`src/rtl/assert_macros.svh`:
```
// ----------------------------------------------------------------------------
// Assertion macros
// Shared wrappers for clocked concurrent assertions with synchronous reset.
// ----------------------------------------------------------------------------
`ifndef ASSERT_MACROS_SVH
`define ASSERT_MACROS_SVH

// A property that must hold at every clock edge outside reset.
`define ASSERT_SYNC(label, clk, rst, prop, msg) \
  label: assert property (@(posedge clk) disable iff (rst) prop) else $error(msg);

// A condition that must never be true outside reset.
`define ASSERT_NEVER(label, clk, rst, cond, msg) \
  label: assert property (@(posedge clk) disable iff (rst) !(cond)) else $error(msg);

`endif

```
`src/rtl/itd_pkg.sv`:
```
// ----------------------------------------------------------------------------
// Integer to decimal text package
// Types and constants shared by the converter core and its divide unit.
// ----------------------------------------------------------------------------
package itd_pkg;

  // Character codes, six bits wide as on the output port.
  localparam logic [5:0] CHAR_ZERO  = 6'd48;
  localparam logic [5:0] CHAR_MINUS = 6'd45;

  // Decimal digits of a 32-bit magnitude.
  localparam int unsigned MAX_DIGITS = 10;
  localparam int unsigned DIGIT_W    = 4;
  localparam int unsigned CNT_W      = 4;
  localparam int unsigned MAG_W      = 32;

  // Reciprocal of ten: floor(n / 10) = (n * RECIP10) >> RECIP_SHIFT for 32-bit n.
  localparam logic [31:0] RECIP10     = 32'hCCCC_CCCD;
  localparam int unsigned RECIP_SHIFT = 35;
  localparam int unsigned QUOT_W      = 64 - RECIP_SHIFT;

  // Result of one divide-by-ten step.
  typedef struct packed {
    logic [MAG_W-1:0]   quot;
    logic [DIGIT_W-1:0] rem;
  } div_result_t;

  // Sequencer states.
  typedef enum logic [2:0] {
    ST_IDLE,
    ST_MUL,
    ST_REM,
    ST_SIGN,
    ST_DIGITS
  } state_t;

endpackage

```
`src/rtl/integer_to_decimal_text_core.sv`:
```
// ----------------------------------------------------------------------------
// Integer to decimal text core
// Converts a signed 32-bit integer to its ASCII decimal text, one character
// per output beat, most significant first, with a leading '-' when negative.
// The input channel takes one value while the block is idle; in_ready stays
// low until the last character of that value has been taken. Each value
// first runs its digits through one shared divide-by-ten unit, one step per
// digit (reciprocal multiply, then remainder), pushing them onto a digit
// stack, all before its first character goes out. Characters then leave
// one per cycle while out_ready is high, the last one flagged by last.
// When the receiver stalls, out_valid and the character hold until the
// beat is taken. Reset returns the sequencer to idle and drops any value
// in progress.
// ----------------------------------------------------------------------------
`include "assert_macros.svh"

module integer_to_decimal_text_core (
  input  logic               clk,
  input  logic               rst,
  input  logic               in_valid,
  output logic               in_ready,
  input  logic signed [31:0] value,
  output logic               out_valid,
  input  logic               out_ready,
  output logic [5:0]         char_code,
  output logic               last
);

  itd_pkg::state_t state;
  itd_pkg::state_t state_next;

  logic [itd_pkg::MAG_W-1:0]   mag;
  logic                        neg;
  logic [itd_pkg::CNT_W-1:0]   cnt;
  logic [itd_pkg::CNT_W-1:0]   cnt_inc;
  logic [itd_pkg::DIGIT_W-1:0] stack [itd_pkg::MAX_DIGITS];
  logic [itd_pkg::MAG_W-1:0]   raw;
  logic                        div_load;
  logic                        in_beat;
  logic                        out_beat;
  logic                        digits_done;
  logic                        cnt_in_range;
  itd_pkg::div_result_t        div_res;

  assign raw      = $unsigned(value);
  assign in_beat  = in_valid && in_ready;
  assign out_beat = out_valid && out_ready;
  assign cnt_inc  = cnt + {{(itd_pkg::CNT_W-1){1'b0}}, 1'b1};
  assign digits_done = (div_res.quot == '0) ||
                       (cnt_inc == itd_pkg::CNT_W'(itd_pkg::MAX_DIGITS));

  // Shared divide-by-ten unit.
  itd_div10 u_div10 (
    .clk      (clk),
    .load     (div_load),
    .dividend (mag),
    .res      (div_res)
  );

  // Next-state logic of the sequencer.
  always_comb begin
    state_next = state;
    case (state)
      itd_pkg::ST_IDLE: begin
        if (in_beat) state_next = itd_pkg::ST_MUL;
      end
      itd_pkg::ST_MUL: begin
        state_next = itd_pkg::ST_REM;
      end
      itd_pkg::ST_REM: begin
        if (digits_done) begin
          state_next = neg ? itd_pkg::ST_SIGN : itd_pkg::ST_DIGITS;
        end else begin
          state_next = itd_pkg::ST_MUL;
        end
      end
      itd_pkg::ST_SIGN: begin
        if (out_beat) state_next = itd_pkg::ST_DIGITS;
      end
      itd_pkg::ST_DIGITS: begin
        if (out_beat && (cnt == itd_pkg::CNT_W'(1))) state_next = itd_pkg::ST_IDLE;
      end
      default: state_next = itd_pkg::ST_IDLE;
    endcase
  end

  // Output and control decode of the sequencer.
  always_comb begin
    in_ready  = 1'b0;
    out_valid = 1'b0;
    div_load  = 1'b0;
    char_code = itd_pkg::CHAR_ZERO + {2'b00, stack[0]};
    last      = 1'b0;
    case (state)
      itd_pkg::ST_IDLE: begin
        in_ready = 1'b1;
      end
      itd_pkg::ST_MUL: begin
        div_load = 1'b1;
      end
      itd_pkg::ST_SIGN: begin
        out_valid = 1'b1;
        char_code = itd_pkg::CHAR_MINUS;
      end
      itd_pkg::ST_DIGITS: begin
        out_valid = 1'b1;
        last      = (cnt == itd_pkg::CNT_W'(1));
      end
      default: begin
        in_ready = 1'b0;
      end
    endcase
  end

  // State register.
  always_ff @(posedge clk) begin
    if (rst) begin
      state <= itd_pkg::ST_IDLE;
    end else begin
      state <= state_next;
    end
  end

  // Digit count: grows on each divide step, shrinks on each digit beat.
  always_ff @(posedge clk) begin
    if (rst) begin
      cnt <= '0;
    end else if (in_beat) begin
      cnt <= '0;
    end else if (state == itd_pkg::ST_REM) begin
      cnt <= cnt_inc;
    end else if ((state == itd_pkg::ST_DIGITS) && out_beat) begin
      cnt <= cnt - itd_pkg::CNT_W'(1);
    end
  end

  // Magnitude and sign of the value being converted.
  always_ff @(posedge clk) begin
    if (in_beat) begin
      neg <= raw[itd_pkg::MAG_W-1];
      mag <= raw[itd_pkg::MAG_W-1] ? (~raw + itd_pkg::MAG_W'(1)) : raw;
    end else if (state == itd_pkg::ST_REM) begin
      mag <= div_res.quot;
    end
  end

  // Digit stack: pushes least significant first, pops most significant first.
  always_ff @(posedge clk) begin
    if (state == itd_pkg::ST_REM) begin
      stack[0] <= div_res.rem;
      for (int i = 1; i < itd_pkg::MAX_DIGITS; i++) begin
        stack[i] <= stack[i-1];
      end
    end else if ((state == itd_pkg::ST_DIGITS) && out_beat) begin
      for (int i = 0; i < itd_pkg::MAX_DIGITS - 1; i++) begin
        stack[i] <= stack[i+1];
      end
    end
  end

  // In the digit state, the digit count stays between one and the most digits a value can have.
  assign cnt_in_range = (cnt != '0) && (cnt <= itd_pkg::CNT_W'(itd_pkg::MAX_DIGITS));

  // Checks on the sequencer.
  `ASSERT_NEVER(a_ready_excl, clk, rst, in_ready && out_valid, "input taken while emitting")
  `ASSERT_SYNC(a_last_idle, clk, rst, (out_beat && last) |=> in_ready, "not idle after last")
  `ASSERT_SYNC(a_digits_cnt, clk, rst, (state == itd_pkg::ST_DIGITS) |-> cnt_in_range, "bad count")

endmodule

```
`src/rtl/itd_div10.sv`:
```
// ----------------------------------------------------------------------------
// Divide-by-ten unit
// Each step: a registered reciprocal multiply, then the remainder.
// ----------------------------------------------------------------------------
module itd_div10 (
  input  logic                       clk,
  input  logic                       load,
  input  logic [itd_pkg::MAG_W-1:0]  dividend,
  output itd_pkg::div_result_t       res
);

  logic [63:0]                 prod;
  logic [itd_pkg::QUOT_W-1:0]  quot;
  logic [itd_pkg::MAG_W-1:0]   quot_ext;
  logic [itd_pkg::MAG_W-1:0]   times10;
  logic [itd_pkg::MAG_W-1:0]   rem_full;

  // Multiply by the reciprocal and keep the quotient bits.
  assign prod = {32'd0, dividend} * {32'd0, itd_pkg::RECIP10};

  always_ff @(posedge clk) begin
    if (load) begin
      quot <= prod[63:itd_pkg::RECIP_SHIFT];
    end
  end

  // Remainder is the dividend less ten times the quotient.
  assign quot_ext = {{(itd_pkg::MAG_W - itd_pkg::QUOT_W){1'b0}}, quot};
  assign times10  = (quot_ext << 3) + (quot_ext << 1);
  assign rem_full = dividend - times10;

  assign res.quot = quot_ext;
  assign res.rem  = rem_full[itd_pkg::DIGIT_W-1:0];

endmodule

```
`config.mk`:
```
export PLATFORM = sky130hd
export DESIGN_NAME = integer_to_decimal_text_core
export DESIGN_NICKNAME = d
export VERILOG_FILES = /design/src/rtl/itd_pkg.sv /design/src/rtl/integer_to_decimal_text_core.sv /design/src/rtl/itd_div10.sv
export VERILOG_INCLUDE_DIRS = /design/src /design/src/rtl
export SDC_FILE = /design/constraint.sdc
export NUM_CORES = 1
export LEC_CHECK = 0
export BUFFER_PORTS_ARGS = -buffer_cell sky130_fd_sc_hd__buf_2
export CAP_MARGIN = 20
export CORE_ASPECT_RATIO = 0.8
export CORE_MARGIN = 3
export CORE_UTILIZATION = 48
export DETAILED_ROUTE_END_ITERATION = 10
export PLACE_DENSITY = 0.72
export SLEW_MARGIN = 25
export SYNTH_ARGS = -nofsm -noshare
export SYNTH_HDL_FRONTEND = slang
export SYNTH_SLANG_ARGS = --single-unit
export TNS_END_PERCENT = 20
```
`constraint.sdc`:
```
create_clock -name clk -period 8.7 [get_ports clk]
set_input_delay 1.305 -clock clk [delete_from_list [all_inputs] [get_ports clk]]
set_output_delay 1.305 -clock clk [all_outputs]
set_load 0.1 [all_outputs]
```
==> results.md, run 1 <==
- Status: complete, no violations
- Clk_skew: about 25 ps
- Ys async rst share: 0%
- Worst Tran Pin Value: between 800 and 900 ps
- Bufs on Longest Clock Path: 2
- Syn-to-layout area delta: 5.61%
- Final setup fails: 0
- Synth unique cells: 65
- GPL Wtd Cong: 1.04
- DPL Wire Length: about 54000 um
- CP required: 8810 ps
- Initial core utilization: 49.0%
- Critical path peak fanout: 5
- Die Height: between 150 and 200 um
- DRT iter0 DRCs: about 1600
- Crit start category: flip-flop
- Cell Rows: 69
- Antenna Violating Nets Remaining: 0
- Wirelength per Cell: ~22 um
- R2R setup slack: around 520 ps
- Crit path arrival time: 8290 ps
- Number of synthesized flops with an enable pin: around 100
- Syn nets: a little under 3000
- Mean post-synth cell area: ~10 um^2
- Unrepaired setup endpoints after global routing: no
- Total negative slack: 0 ps
- Post-layout min period: about 8200 ps
- Yosys top cell area share: a little over a third
- Max_slew headroom: approximately two fifths
- Cell taking the most area after synthesis: fa_1
- Remaining DRCs: 0
- Vias: 15600
- Clk_lat worst skew: approximately 380 ps
- Hold_buf cts: 0
- Core area: around 45000 um^2
- Clock transition at path regs: 90 ps
- Hold crit path type: flip-flop to flip-flop
- CTS sink count: ~110
- First-pass DRT Iterations: 8
- Initial antenna violation count: 0
- GRT overflow: 0
- Warning count from the yosys run: 0
- First-pass GRT wire length: 96700 um
- Vias/cell: ~5.5
- Mapped Area: about 22000 um^2
- Synth Instances: 2179
- Htree depth: 3
- Final WL: about 60000 um
- Horiz. Die Dim: roughly 250 um
- Root buf cell: clkbuf_16
- Max Freq: 122 MHz
- Antenna Diode Count: 0
- Global Route Usage Sum: about a quarter
- Final Max Slew Viols: 0
- CTS tree: yes
- Die area: a little under 50000 um^2
- Vias in the first global route: roughly 17000
- Main synth FF type: edfxtp_1
- Pin count of the biggest net entering global routing: 63
- Seq/Total Area, Yosys: about 15%
- Final #Nets: a little under 3000
- CP Capture Type: flip-flop
- Worst Setup Path Type: flip-flop to flip-flop
- Post-CTS setup repair buffer count: 0
- Period utilization: 94.0%
- # Max-Cap Violations: 0
- Hold Fails Final Rpt: 0
- Flip-flop and latch count after synthesis: between 100 and 150
- Port bufs: between 40 and 50
- CTS buffer count: 9
- Synth top area cells: fa_1 (35%), ha_1 (20%), edfxtp_1 (14%)
- Cts repair resizes: 0
- Share of layout cells above drive strength 1: 3.94%
- Top Ports: 45
## per-stage QoR
step / hold WS (ps) / utilization (%) / instances / worst slack (ps) / area, um^2
5_1_grt: 469 / 51.7 / 2810 / 270 / 23200
6_report: 459 / 51.7 / 2810 / 524 / 23200
4_1_cts: 455 / 51.7 / 2810 / 663 / 23200
3_5_place_dp: 438 / 51.0 / 2794 / 674 / 22900
3_3_place_gp: 434 / 51.0 / 2794 / 743 / 22900
2_1_floorplan: 426 / - / 2179 / 1720 / 21900
## per-layer routing
metal / track usage, % / wire length, um / vias to the layer above
li1: - / - / 6965
met1: 37.4 / 26900 / 7779
met2: 39.7 / 25900 / 747
met3: 8.71 / 7080 / 97
met4: 5.55 / 1410 / 2
met5: 1.37 / 90 / -
## critical path, stage by stage (launching register included)
cell	delay, ps
edfxtp_1	590
ha_1	630
inv_1	250
fa_1	550
inv_1	50
fa_1	500
inv_1	60
fa_1	490
inv_1	50
fa_1	560
fa_1	440
fa_1	580
fa_1	450
ha_1	350
a21oi_1	300
nor2_1	90
or3_1	360
a221o_1	400
nor4_1	390
o31a_1	300
o31ai_1	100
buf_4	160
nor3_1	190
nor3_1	80
## cells in the final DEF, fill, tap and decap left out, types with 12 or more instances in the layout
cell type,n
a21o_1,41
a21oi_1,70
buf_2,43
buf_4,16
edfxtp_1,102
fa_1,386
ha_1,356
inv_1,550
nand2_1,191
nand4_1,16
nor2_1,43
nor2b_1,13
nor3_1,18
nor4_1,12
o21ai_0,61
xnor2_1,35
xor2_1,75
## final timing paths
| kind | cells past startpoint | from | endpoint |
|---|---|---|---|
| worst max-delay path | 23 | mag[14] | u_div10.quot[25] |
| worst min-delay path | 0 | stack[8][2] | stack[9][2] |
| worst min register to register | 0 | stack[8][2] | stack[9][2] |
| worst max register to register | 23 | mag[14] | u_div10.quot[25] |
## cells in the mapped netlist (10+ instances only)
cell type	count
inv_1	550
fa_1	386
ha_1	356
nand2_1	191
edfxtp_1	102
xor2_1	75
a21oi_1	70
o21ai_0	61
clkbuf_1	46
nor2_1	43
a21o_1	41
xnor2_1	35
nor3_1	18
nand4_1	16
nor2b_1	13
nor4_1	12
nand2b_1	11
nand3_1	11
o21ai_1	11
o31ai_1	11
and2_1	10
o211ai_1	10
## cell families (layout without fill, tap and decap cells)
family / after synthesis / after routing / share of synthesized area, %
XOR/XNOR: 110 / 110 / 4.39
other: 1 / 1 / 0.0171
adder cells (fa/ha/maj): 742 / 742 / 55.5
AND/OR/NAND/NOR: 361 / 361 / 7.71
flip-flops: 109 / 109 / 14.6
multiplexers: 3 / 3 / 0.137
AO/OA/AOI/OAI: 256 / 256 / 7.39
buffers and inverters: 597 / 625 / 10.2
## sequential cells by signal (all words and copies together), names as in the netlist
register and flops:
stack 40, mag 32, neg 1, u_div10.quot 29, state 3, cnt 4
## layout make-up
type	count	area [um^2]
Fill cell	3971	21600
Multi-Input combinational cell	1473	16500
Sequential cell	109	3200
Inverter	550	2060
Tap cell	603	754
Timing Repair Buffer	59	335
Clock buffer	9	225
Clock inverter	7	90.1
Power of run 1 is not shown: default switching activity piles up to over one toggle a cycle in this logic, so the estimate is an artifact.
==> inputs of run 2 (changes only) <==
ABC_AREA = 1   (was unset)
SKIP_LAST_GASP = 1   (was unset)
clock period = 10.6 ns   (was 8.7 ns; I/O delays follow)
==> run 2 against run 1 <==
Compared with the run above: non-clock buffer count is 14 lower; critical path depth is 1 lower; synthesized area is 10% higher; register-to-register slack better by 3200 ps; sequential share of layout area is 1.3 points lower; clock skew is 2.5 ps higher; wire length is 21% higher; critical endpoint is now u_div10.quot[14]; highest routed layer unchanged.
==> results.md, run 2 <==
- Max_slew headroom: 28.6% (-12 points)
- Pin count of the biggest net entering global routing: 55 (-13%)
- Commonest non-fill, non-tap cell in the layout: inv_1
- Core area: 49100 um^2 (+9.6%)
- Final Max Slew Viols: 0 (unchanged)
- Remaining DRCs: 0 (unchanged)
- Status: complete, no violations
- Period utilization: 65.1% (-29 points)
- Clk_lat worst skew: 400 ps (+20 ps)
- Antenna Violating Nets Remaining: 0 (unchanged)
- Ys async rst share: 0% (unchanged)
- Post-synth top cells: inv_1 (772), nand2_1 (610), fa_1 (386)
- Vias/cell: 5.23 (-5.7%)
- Number of synthesized flops with an enable pin: 102 (unchanged)
- Slowest CP cell: ha_1
- Htree depth: 3 (unchanged)
- Syn nets: 3666 (+24%)
- Synth unique cells: 48 (-26%)
- Main synth FF type: edfxtp_1
- Post-CTS setup repair buffer count: 0 (unchanged)
- Root buf cell: clkbuf_16
- # Max-Cap Violations: 0 (unchanged)
- R2R setup slack: 3700 ps (+3180 ps)
- Initial core utilization: 49.4% (+0.39 points)
- Max Freq: 145 MHz (+19%)
- CP max stage delay: 700 ps (+70 ps)
- Worst Setup SP: mag[6]
- Most frequent cells in the layout: inv_1 (772), nand2_1 (610), fa_1 (386), ha_1 (356), nor2_1 (156)
- Mean post-synth cell area: 8.39 um^2 (-17%)
- Synth Instances: 2888 (+33%)
- Hold Fails Final Rpt: 0 (unchanged)
- Post-layout min period: 6900 ps (-1280 ps)
- Seq/Total Area, Yosys: 13.2% (-1.4 points)
- Cell Rows: 72 (+4.3%)
- Syn-to-layout area delta: 5.31%
- Die area: 53200 um^2 (+10%)
- RR Startpoint: mag[6]
- Crit start category: flip-flop
- Total negative slack: 0 ps (unchanged)
- Warning count from the yosys run: 0 (unchanged)
- Flip-flop and latch count after synthesis: 109 (unchanged)
- First-pass GRT wire length: 112000 um (+16%)
- CP required: 10760 ps (+1950 ps)
- Top Ports: 45 (unchanged)
- CTS sink count: 109 (unchanged)
- CP endpoint: u_div10.quot[14]
- DRT iter0 DRCs: 1724 (+9.4%)
- Critical path peak fanout: 8 (+3)
- Hold_buf cts: 0 (unchanged)
- Yosys top cell area share: 31.9% (-3.3 points)
- GPL Wtd Cong: 1.05 (+1.6%)
- Horiz. Die Dim: 257 um (+5.0%)
- Crit path arrival time: 7060 ps (-1230 ps)
- Worst Setup Path Type: flip-flop to flip-flop
- Vias in the first global route: 18800 (+12%)
- Clk_skew: 27.9 ps (+2.50 ps)
- Unrepaired setup endpoints after global routing: no
- Largest register FFs: 40 (unchanged)
- CP Capture Type: flip-flop
- Hold crit path type: flip-flop to flip-flop
- FF-to-FF End: u_div10.quot[14]
- Cell taking the most area after synthesis: fa_1
- CTS tree: yes
- Worst r2r path cells: 22 (-4.3%)
- GRT overflow: 0 (unchanged)
- Clock transition at path regs: 100 ps (about the same)
- Global Route Usage Sum: 28.6% (+2.2 points)
- Critical path, cell by cell: ha_1 > inv_1 > nand2_1 > nand2_1 > o21ai_0 > fa_1 > fa_1 > fa_1 > fa_1 > inv_1 > fa_1 > inv_1 > ha_1 > ha_1 > a21oi_1 > o21ai_0 > nor2_1 > nor2_1 > nor2_1 > nand3_1 > nand2_1 > nand2_1
- First-pass DRT Iterations: 5 (-3)
- Final setup fails: 0 (unchanged)
- Worst Tran Pin Value: 1060 ps (+162 ps)
- Mapped Area: 24200 um^2 (+10%)
- Port bufs: 43 (unchanged)
- Final #Nets: 3700 (+24%)
- Worst path most repeated cell: fa_1
- Worst setup margin: 3700 ps (+3180 ps)
- Register with the most flip-flops: stack
- Bufs on Longest Clock Path: 2 (unchanged)
- Share of layout cells above drive strength 1: 4.89% (+0.94 points)
- Biggest regs: stack (40), mag (32), u_div10.quot (29)
- Pre-CTS setup slack: 3880 ps (+3210 ps)
- Wirelength per Cell: 20.7 um (-5.4%)
- Die Height: 207 um (+4.9%)
- Most frequent cell after synthesis: inv_1
- # fillers: 4594 (+16%)
- Initial antenna violation count: 3 (+3)
- DPL Wire Length: 65900 um (+23%)
- Synth top area cells: fa_1 (32%), ha_1 (18%), edfxtp_1 (13%)
- Cts repair resizes: 0 (unchanged)
- Final WL: 74300 um (+21%)
- CTS buffer count: 9 (unchanged)
- Vias: 18800 (+21%)
-- run 2: area by class of cell --
| class | instances | area, um^2 | area share (%) |
|---|---|---|---|
| antenna | 1 | 2.50 | 0.00980 |
| timing repair buffer | 45 | 230 | 0.902 |
| clock inverter | 7 | 86.3 | 0.338 |
| inverter | 793 | 2980 | 11.7 |
| multi-input combinational | 1964 | 18000 | 70.4 |
| clock buffer | 9 | 225 | 0.882 |
| tap | 666 | 833 | 3.27 |
| sequential | 109 | 3200 | 12.6 |
-- run 2: per-stage QoR --
| stage | instances | utilization [%] | instance area [um^2] | hold slack [ps] |
|---|---|---|---|---|
| after global routing | 3594 | 52.0 | 25500 | 485 |
| final | 3594 | 52.0 | 25500 | 471 |
| after detailed placement | 3577 | 51.3 | 25200 | 436 |
| after floorplan | 2888 | - | 24200 | 427 |
| after global placement | 3577 | 51.3 | 25200 | 433 |
| after CTS | 3593 | 52.0 | 25500 | 468 |
-- run 2: how the worst min path moves through the flow --
stage	startpoint	to	slack, ps	cells past startpoint
global placement	stack[8][3]	stack[9][3]	430	0
floorplan	stack[8][0]	stack[9][0]	430	0
global route	stack[8][3]	stack[9][3]	490	0
CTS	stack[8][1]	stack[9][1]	470	0
detailed placement	stack[8][3]	stack[9][3]	440	0
finish	stack[8][1]	stack[9][1]	470	0
-- run 2: critical path: cells and delay by family (launching register included) --
kind / cells / cell delay [ps]
DFF: 1 / 630
and+or+nand+nor: 8 / 970
buffers and inverters: 3 / 210
adders and majority gates: 8 / 3920
AOI/OAI and AO/OA: 3 / 930
-- run 2: routing by layer --
metal / track usage, % / routed length, um / part of all wire (%) / up-vias
li1: - / - / - / 8786
met1: 41.2 / 32700 / 44 / 8977
met2: 38.9 / 28700 / 39 / 948
met3: 13.5 / 11100 / 15 / 96
met4: 6.27 / 1760 / 2.4 / 2
met5: 0 / 11 / 0.015 / -
-- run 2: logic make-up (layout without fill, tap and decap cells) --
family          after synthesis  in the layout  share of synthesized area (%)
fa+ha+maj                   742            742                           50.3
xor+xnor                     75             75                           2.71
flops                       109            109                           13.2
simple gates                944            944                           16.5
buf+inv                     815            854                           12.7
compound gates              202            202                           4.59
other cells                   1              2                         0.0155
Power of run 2 is left out for the same reason.
